File: config.mk
export PLATFORM = sky130hd
export DESIGN_NAME = scflc_ctrl
export DESIGN_NICKNAME = d
export VERILOG_FILES = /design/src/design/scflc_pkg.sv /design/src/design/scflc_ctrl.sv
export VERILOG_INCLUDE_DIRS = /design/src /design/src/design
export SDC_FILE = /design/constraint.sdc
export NUM_CORES = 1
export LEC_CHECK = 0
export ABC_AREA = 1
export BUFFER_PORTS_ARGS = -buffer_cell sky130_fd_sc_hd__buf_2
export CAP_MARGIN = 20
export CORE_AREA = 2 2 39 41
export CTS_CLUSTER_SIZE = 16
export DETAILED_ROUTE_END_ITERATION = 6
export DIE_AREA = 0 0 41 43
export PLACE_DENSITY = 0.39
export SLEW_MARGIN = 20
export SYNTH_ARGS = -nofsm -noshare
export SYNTH_HDL_FRONTEND = slang
export SYNTH_SLANG_ARGS = --single-unit
File: constraint.sdc
create_clock -name clock -period 1 [get_ports clock]
set_clock_uncertainty 0.2 [all_clocks]
set_input_delay 0.1 -clock clock [delete_from_list [all_inputs] [get_ports clock]]
set_output_delay 0.1 -clock clock [all_outputs]
set_load 0.01 [all_outputs]
File: src/design/size_class_free_list_cache_top_macros.svh
// assertion macros for the size class free list cache
// used by the controller and the datapath, no other dependencies
`ifndef SIZE_CLASS_FREE_LIST_CACHE_TOP_MACROS_SVH
`define SIZE_CLASS_FREE_LIST_CACHE_TOP_MACROS_SVH
`ifndef SYNTHESIS
// same-cycle implication, checked outside reset
`define SCFLC_ASSERT_IMPL(label, clk, rst, ante, cons) \
   label: assert property (@(posedge clk) disable iff (rst) (ante) |-> (cons)) \
      else $error("scflc assertion failed");
// next-cycle implication, checked outside reset
`define SCFLC_ASSERT_NEXT(label, clk, rst, ante, cons) \
   label: assert property (@(posedge clk) disable iff (rst) (ante) |=> (cons)) \
      else $error("scflc assertion failed");
`else
`define SCFLC_ASSERT_IMPL(label, clk, rst, ante, cons)
`define SCFLC_ASSERT_NEXT(label, clk, rst, ante, cons)
`endif
`endif

File: src/design/scflc_pkg.sv
// shared types, constants and codes of the size class free list cache
// no dependencies
`default_nettype none

package scflc_pkg;

   localparam int NUM_BUCKETS      = 16;
   localparam int STACK_DEPTH      = 8;
   localparam int MIN_BUCKET_SHIFT = 12;

   localparam int ADDR_W  = 48;
   localparam int COUNT_W = 32;
   localparam int BYTES_W = 56;

   localparam int BKT_W     = (NUM_BUCKETS > 1) ? $clog2(NUM_BUCKETS) : 1;
   localparam int FILL_W    = $clog2(STACK_DEPTH + 1);
   localparam int MEM_DEPTH = NUM_BUCKETS * STACK_DEPTH;
   localparam int MEM_AW    = (MEM_DEPTH > 1) ? $clog2(MEM_DEPTH) : 1;

   localparam logic [BYTES_W-1:0] BYTES_MAX = {BYTES_W{1'b1}};
   localparam logic [COUNT_W-1:0] COUNT_MAX = {COUNT_W{1'b1}};

   localparam logic [1:0] FUNC_ALLOC = 2'd0;
   localparam logic [1:0] FUNC_FREE  = 2'd1;
   localparam logic [1:0] FUNC_REPLY = 2'd2;

   typedef enum logic [2:0] {
      ACT_CACHE_GRANT = 3'd0,
      ACT_BACK_REQ    = 3'd1,
      ACT_BACK_GRANT  = 3'd2,
      ACT_FAILED      = 3'd3,
      ACT_CACHED      = 3'd4,
      ACT_RELEASE     = 3'd5,
      ACT_IGNORED     = 3'd6
   } action_type;

   typedef enum logic [2:0] {
      ST_IDLE,
      ST_CLASS,
      ST_EXEC,
      ST_PEAK,
      ST_DONE
   } state_type;

   typedef struct packed {
      logic [1:0]        func;
      logic [ADDR_W-1:0] size_bytes;
      logic [ADDR_W-1:0] address;
      logic              backing_ok;
   } req_type;

   typedef struct packed {
      action_type         action;
      logic [ADDR_W-1:0]  address_res;
      logic [ADDR_W-1:0]  block_size;
      logic               oversized;
      logic               underflow;
      logic [COUNT_W-1:0] live_allocs;
      logic [BYTES_W-1:0] live_bytes;
      logic [BYTES_W-1:0] peak_bytes;
   } rsp_type;

   typedef struct packed {
      logic load_in;
      logic classify;
      logic exec;
      logic finish;
      logic load_out;
   } dp_cmd_type;

   typedef struct packed {
      logic out_free;
   } dp_status_type;

endpackage

`default_nettype wire

File: src/design/scflc_ctrl.sv
// controller: sequences one beat through classify, execute, peak and result load
// depends on scflc_pkg and the assertion macro header
`default_nettype none
`include "size_class_free_list_cache_top_macros.svh"

module scflc_ctrl import scflc_pkg::*; (
   input  wire logic          clock,
   input  wire logic          reset,
   input  wire logic          req_valid,
   output logic               req_ready,
   input  wire dp_status_type status,
   output dp_cmd_type         cmd
);

   state_type state_ff, state_in;

   always_ff @(posedge clock) begin
      if (reset) begin
         state_ff <= ST_IDLE;
      end else begin
         state_ff <= state_in;
      end
   end

   always_comb begin
      state_in = state_ff;
      case (state_ff)
         ST_IDLE:  if (req_valid) state_in = ST_CLASS;
         ST_CLASS: state_in = ST_EXEC;
         ST_EXEC:  state_in = ST_PEAK;
         ST_PEAK:  state_in = ST_DONE;
         ST_DONE:  if (status.out_free) state_in = ST_IDLE;
         default:  state_in = ST_IDLE;
      endcase
   end

   always_comb begin
      req_ready    = 1'b0;
      cmd          = '0;
      case (state_ff)
         ST_IDLE: begin
            req_ready   = 1'b1;
            cmd.load_in = req_valid;
         end
         ST_CLASS: cmd.classify = 1'b1;
         ST_EXEC:  cmd.exec     = 1'b1;
         ST_PEAK:  cmd.finish   = 1'b1;
         ST_DONE:  cmd.load_out = status.out_free;
         default: begin
            req_ready = 1'b0;
         end
      endcase
   end

   `SCFLC_ASSERT_NEXT(a_accept_to_class, clock, reset, req_valid && req_ready, state_ff == ST_CLASS)
   `SCFLC_ASSERT_NEXT(a_exec_to_peak, clock, reset, cmd.exec, cmd.finish)

endmodule

`default_nettype wire

==> results of run 1 <==
-- synthesized netlist by cell type (all sizes together) --
master	number
inv	9
nor2	5
dfxtp	3
nand2	3
nand3	3
a21oi	2
buf	1
o211ai	1
-- stage by stage --
stage,cell area (µm²),util (%),total power (µW)
after floorplan,164,-,184
after global placement,229,16.5,215
after detailed placement,229,16.5,215
after CTS,274,19.8,446
after global routing,282,20.3,469
final,282,20.3,436
-- cell usage in the layout (no fill, tap or decap) --
master / instances
a21oi_1: 2
buf_2: 9
buf_4: 2
clkbuf_1: 1
clkbuf_4: 3
dfxtp_2: 3
dlygate4sd3_1: 1
inv_1: 9
nand2_1: 3
nand3_1: 3
nor2_1: 3
nor2_2: 2
o211ai_1: 1
-- how the worst min path moves through the flow --
stage              start                        to  slack (ns)  cells past startpoint
2_1_floorplan      reset  state_ff[1]$_SDFFE_PP0P_       -0.03                      1
3_3_place_gp       reset  state_ff[1]$_SDFFE_PP0P_        0.11                      2
3_5_place_dp       reset  state_ff[1]$_SDFFE_PP0P_        0.10                      2
4_1_cts           status  state_ff[2]$_SDFFE_PP0P_       -0.06                      4
5_1_grt        req_valid  state_ff[0]$_SDFFE_PP0P_       -0.01                      3
6_report          status  state_ff[2]$_SDFFE_PP0P_       -0.05                      4
-- power by group through the flow --
stage | clock network (µW) | registers (µW) | logic, µW
floorplan | 0 | 138 | 46.6
global placement | 0 | 139 | 75.5
detailed placement | 0 | 139 | 75.4
CTS | 224 | 141 | 80.3
global route | 228 | 143 | 98.0
finish | 211 | 142 | 83.9
-- routing by layer --
layer	global-route usage (%)	wire length (µm)	up-vias
met5	0	0	-
met4	10.0	0	0
met3	3.14	35	0
met2	9.06	226	5
met1	5.13	143	86
li1	-	-	108
-- cells by family (layout without fill, tap and decap cells) --
group                  count (synthesis)  count (layout)  synth area share (%)
AOI/OAI and AO/OA                      3               3                  10.7
buffers and inverters                 10              25                  25.2
DFF                                    3               3                  36.6
and+or+nand+nor                       11              11                  27.5
-- worst max-delay path, cell delays in order, from the launching register on --
cell	delay, ns
dfxtp_2	0.32
nor2_2	0.12
nand2_1	0.08
nor2_1	0.08
buf_2	0.13
-- final cells by class --
type	instances	area, µm²	share of cell area (%)
tap	16	20.0	7.11
sequential	3	63.8	22.7
clock buffer	4	26.3	9.33
timing repair buffer	12	70.1	24.9
inverter	9	33.8	12.0
multi-input combinational	14	67.6	24.0
-- timing repair --
item / CTS / global route
endpoints found under the setup margin: 6 / 6
endpoints found under the hold margin: 3 / 2
pin swaps: 2 / 0
buffers inserted: 0 / 1
resized for setup: 5 / 0
==> run metrics, run 1 <==
status=finished, violations left; failing checks=negative hold slack, negative setup slack; worst hold slack=-0.0519 ns; Synthesized Nets=31; setup tns final=-1.38 ns; I/O pin count=10; unrepaired setup endpoints after global routing=yes; Slew Viols, Final=0; CTS Buf Count=3; reg2reg start=state_ff[2]$_SDFFE_PP0P_; Synth cell types=8; Final setup viols=7; R2R cell count=4; initial antenna violation count=0; vias in the first global route=199; type of element launching the critical path=flip-flop; core footprint=0.00138 mm²; sequential power share=32.4%; Worst Setup End Kind=output pin; HP Class=input pin to flip-flop; Biggest register=state_ff; setup slack after layout=-0.250 ns; R2R setup slack=-0.04 ns; VDD IR max=0.241 mV; CTS sink cnt=3; die height=43 µm; DR iter-0 viols=0; total wire length=404 µm; Cell Rows=14; Psw=116 µW; Synth Register Bits=3; Critical Path Sink=cmd[4]; drt drc=0; Clock Path Buffers=2; Worst Setup SP=state_ff[2]$_SDFFE_PP0P_; layout cells sized above 1=45.2%; hold buffers post-CTS=1; Comb power frac=19.2%; Worst Max-Slew Pin Slew=0.148 ns; CTS tree=yes; r2r endpoint=state_ff[1]$_SDFFE_PP0P_; Achievable Freq=0.800 GHz; post-synthesis cell count=27; dpl cells=52; depth of the CTS H-tree=1; Clk pwr share=48.3%; flip-flop count of the largest register after layout=3; antenna-violating nets left=0; WS Path Type=flip-flop to output pin; first-pass GRT wire length=690 µm; relative slew slack=90.1%; drt first pass iters=1; CP arrival=0.95 ns; worst skew pair latency=0.23 ns; Final HPWL DP=297 µm; routed via count=199; GRT Util Overall=6.62%; hold violation count in the final report=2; maxcap violations=0; Critical Path RT=0.70 ns; die width=41 µm; number of diodes=0; Pleak=0.000166 µW; Buffers on Ports=9; Synth Cell Area=164 µm²; number of fill cells=170; Final nets=47; dpl ws=-0.0498 ns; non-filler cells in the finished layout=58; clock slew at reported path FFs=0.04 ns; Yosys top cell by area=dfxtp_1; cell internal pwr=320 µW; Placer Congestion=0.652; dominant cells by area after synthesis=dfxtp_1 (37%), inv_1 (21%), nor2_1 (11%), nand3_1 (9.2%), nand2_1 (6.9%); die area=0.00176 mm²; biggest regs=state_ff x3; YS warnings=0; post-DR wirelength/cell=6.97 µm; Tmin final=1.25 ns; Final Cycle Share=125%; grt total ovfl=0; top-area cell type share of the netlist area=36.6%; largest net degree at the start of global routing=6; Syn-to-layout area delta=71.8%; Root Buffer=clkbuf_4; power per standard cell area=1550 mW/mm²; switch share=26.6%; Starting Density=11.8%; register area share after synthesis=36.6%; vias per inst=3.43; Syn Area/Cell=6.07 µm²; worst-path maximum fanout=3
Note: power is estimated with default switching activity, not from simulation.
==> inputs of run 2 (changes only) <==
--- a/config.mk
+++ b/config.mk
@@ -6,14 +6,13 @@
 export SDC_FILE = /design/constraint.sdc
 export NUM_CORES = 1
 export LEC_CHECK = 0
-export ABC_AREA = 1
 export BUFFER_PORTS_ARGS = -buffer_cell sky130_fd_sc_hd__buf_2
 export CAP_MARGIN = 20
 export CORE_AREA = 2 2 39 41
 export CTS_CLUSTER_SIZE = 16
 export DETAILED_ROUTE_END_ITERATION = 6
 export DIE_AREA = 0 0 41 43
-export PLACE_DENSITY = 0.39
+export PLACE_DENSITY = 0.41
 export SLEW_MARGIN = 20
 export SYNTH_ARGS = -nofsm -noshare
 export SYNTH_HDL_FRONTEND = slang
==> run 2 against run 1 <==
Compared with the run above: the flow still finishes with violations (negative hold slack, negative setup slack); non-clock buffer count is 5 higher; area after synthesis is 11% higher; sequential share of layout area is 3.7 points lower; worst hold slack worse by 0.069 ns; core utilization is 6.9 points higher; register-to-register slack worse by 0.13 ns; synthesized cell count is 33% lower; maximum frequency is 5.6% lower; sequential cell count stayed put; combinational power is 100% higher; cell count is 10% lower; die area stayed put; largest power group unchanged; highest routed layer is now met4.
==> run metrics, run 2 <==
status=finished, violations left; failing checks=negative hold slack, negative setup slack; CP arrival=1.02 ns (+0.07 ns); initial antenna violation count=0 (unchanged); routed via count=197 (-1.0%); CTS sink cnt=3 (unchanged); sequential power share=29.3% (-3.1 points); Yosys top cell by area=dfxtp_1; drt first pass iters=1 (unchanged); drt drc=0 (unchanged); Post-DP Area=260 µm² (+14%); depth of the CTS H-tree=1 (unchanged); dpl cells=42 (-19%); cell internal pwr=382 µW (+19%); Synth Cell Area=183 µm² (+11%); WS Path Type=flip-flop to output pin; post-synthesis cell count=18 (-33%); number of fill cells=153 (-10%); Synth Register Bits=3 (unchanged); grt peak-use layer=met2; final core occ=27.2% (+6.9 points); Critical Path RT=0.70 ns (about the same); Comb power frac=31.4% (+12 points); most frequent cells in the layout=buf_2 (8), buf_4 (8), clkbuf_4 (3), dfxtp_4 (3), nor3b_2 (2); core footprint=0.00138 mm² (unchanged); Buffers on Ports=9 (unchanged); relative slew slack=82.9% (-7.2 points); Syn Area/Cell=10.1 µm² (+67%); EDFF count, synth=0 (unchanged); flip-flop count of the largest register after layout=3 (unchanged); Worst path max stage delay=0.37 ns (+0.05 ns); number of diodes=0 (unchanged); Final nets=41 (-13%); routing usage on met2=11.6% (+2.5 points); die area=0.00176 mm² (unchanged); Final setup viols=9 (+2); Worst Setup End Kind=output pin; worst-path maximum fanout=7 (+4); Pleak=0.000180 µW (+8.7%); FF/Latch Area=71.3 µm² (+12%); Cell Rows=14 (unchanged); unrepaired setup endpoints after global routing=yes; Synthesized Nets=22 (-29%); post-DR wirelength/cell=10.6 µm (+52%); Achievable Freq=0.755 GHz (-5.6%); worst hold slack=-0.120 ns (-0.0685 ns); first-pass GRT wire length=828 µm (+20%); CTS tree=yes; met1 Track Usage GR=6.43% (+1.3 points); top-area cell type share of the netlist area=32.9% (-3.8 points); Placer Congestion=0.568 (-13%); Slew Viols, Final=0 (unchanged); commonest cells in the synthesized netlist=dfxtp_1 (3), nor3b_1 (2); Slowest-stage cell, CP=dfxtp_4; power per standard cell area=1420 mW/mm² (-8.4%); vias per inst=3.79 (+10%); grt total ovfl=0 (unchanged); CTS Buf Count=3 (unchanged); Biggest register=state_ff; type of element launching the critical path=flip-flop; Finished Cell Area=377 µm² (+34%); vias in the first global route=203 (+2.0%); worst skew pair latency=0.23 ns (about the same); maxcap violations=0 (unchanged); die width=41 µm (unchanged); Synth cell types=15 (+7); Psw=153 µW (+32%); HP Class=input pin to flip-flop; Clk pwr share=39.3% (-9.0 points); total wire length=550 µm (+36%); most numerous cell in the Yosys netlist=dfxtp_1; antenna-violating nets left=0 (unchanged); Clock Path Buffers=2 (unchanged); die height=43 µm (unchanged); R2R setup slack=-0.17 ns (-0.13 ns); Root Buffer=clkbuf_4; Syn-to-layout area delta=106%; DR iter-0 viols=0 (unchanged); GRT Util Overall=7.83% (+1.2 points); setup slack after layout=-0.324 ns (-0.0744 ns); Tmin final=1.32 ns (+0.0744 ns); footprint of the multi-input gates=148 µm² (+120%); Worst Max-Slew Pin Slew=0.255 ns (+0.107 ns); YS warnings=0 (unchanged); CP cell instances=nor3_4 -> and2_4 -> buf_6; Final Cycle Share=132% (+7.4 points); Starting Density=13.2% (+1.4 points); fraction of registers with async set/reset=0% (unchanged); layout cells sized above 1=83.3% (+38 points); clock slew at reported path FFs=0.04 ns (about the same); biggest regs=state_ff x3; switch share=28.6% (+2.1 points); non-filler cells in the finished layout=52 (-10%); hold violation count in the final report=3 (+1); I/O pin count=10 (unchanged); grt met3 use=3.14% (unchanged); register area share after synthesis=32.9% (-3.8 points); Most used DFF post-synth=dfxtp_1; largest net degree at the start of global routing=9 (+3); VDD IR max=0.261 mV (+8.6%); dominant cells by area after synthesis=dfxtp_1 (33%), nor3b_1 (8.2%), nor4b_2 (8.2%), buf_6 (6.2%), nor3_2 (5.5%)
run 2: cell types whose count changed after synthesis, sizes merged, moves of 2 or more:
| cell | delta |
|---|---|
| nand3 | -3 |
| nor3 | +2 |
| inv | -9 |
| buf | +2 |
| nor2 | -4 |
| a21oi | -2 |
| nor3b | +2 |
| nand2 | -3 |
run 2: timing repair:
item,in CTS,in global routing
cloned,0,0
endpoints found under the setup margin,9,9
pin swaps,4,4
setup buffers,2,4
resized for setup,8,2
endpoints found under the hold margin,3,3
run 2: power groups by stage:
| stage | registers, µW | logic [µW] | clock network, µW |
|---|---|---|---|
| after CTS | 158 | 142 | 218 |
| after detailed placement | 162 | 110 | 0 |
| after global placement | 162 | 109 | 0 |
| final | 157 | 168 | 210 |
| after floorplan | 139 | 107 | 0 |
| after global routing | 161 | 182 | 233 |
run 2: final timing paths:
kind,start,endpoint,cells after the start
max,state_ff[1]$_SDFFE_PP0P_,cmd[4],3
min,reset,state_ff[0]$_SDFFE_PP0P_,2
max reg2reg,state_ff[2]$_SDFFE_PP0P_,state_ff[2]$_SDFFE_PP0P_,3
min reg2reg,state_ff[2]$_SDFFE_PP0P_,state_ff[1]$_SDFFE_PP0P_,2
run 2: worst max-delay path, delay by kind of cell, from the launching register on:
| family | cells | cell delay (ns) |
|---|---|---|
| DFF | 1 | 0.37 |
| and+or+nand+nor | 2 | 0.34 |
| buffers and inverters | 1 | 0.09 |
run 2: cell type report:
| class | instances | area share [%] |
|---|---|---|
| Multi-Input combinational cell | 12 | 39.2 |
| Timing Repair Buffer | 17 | 29.6 |
| Sequential cell | 3 | 18.9 |
| Clock buffer | 4 | 6.98 |
| Tap cell | 16 | 5.32 |
run 2: kinds of logic (layout without fill, tap and decap cells):
kind of cell	after synthesis	in the layout	synth area share, %
simple gates	10	10	43.8
xor+xnor	1	1	4.80
compound gates	1	1	5.48
buf+inv	3	21	13.0
flops	3	3	32.9
run 2: per-layer routing:
layer / vias to the layer above / part of all wire, %
met5: - / 0
li1: 99 / -
met4: 0 / 3.1
met1: 93 / 31
met2: 3 / 64
met3: 2 / 2.0
run 2: stage by stage:
stage	setup WS [ns]	total power, µW	setup TNS, ns
3_5_place_dp	-0.189	272	-1.28
3_3_place_gp	-0.195	272	-1.30
6_report	-0.324	535	-2.10
5_1_grt	-0.392	576	-2.57
2_1_floorplan	-0.118	246	-0.374
4_1_cts	-0.329	518	-2.13
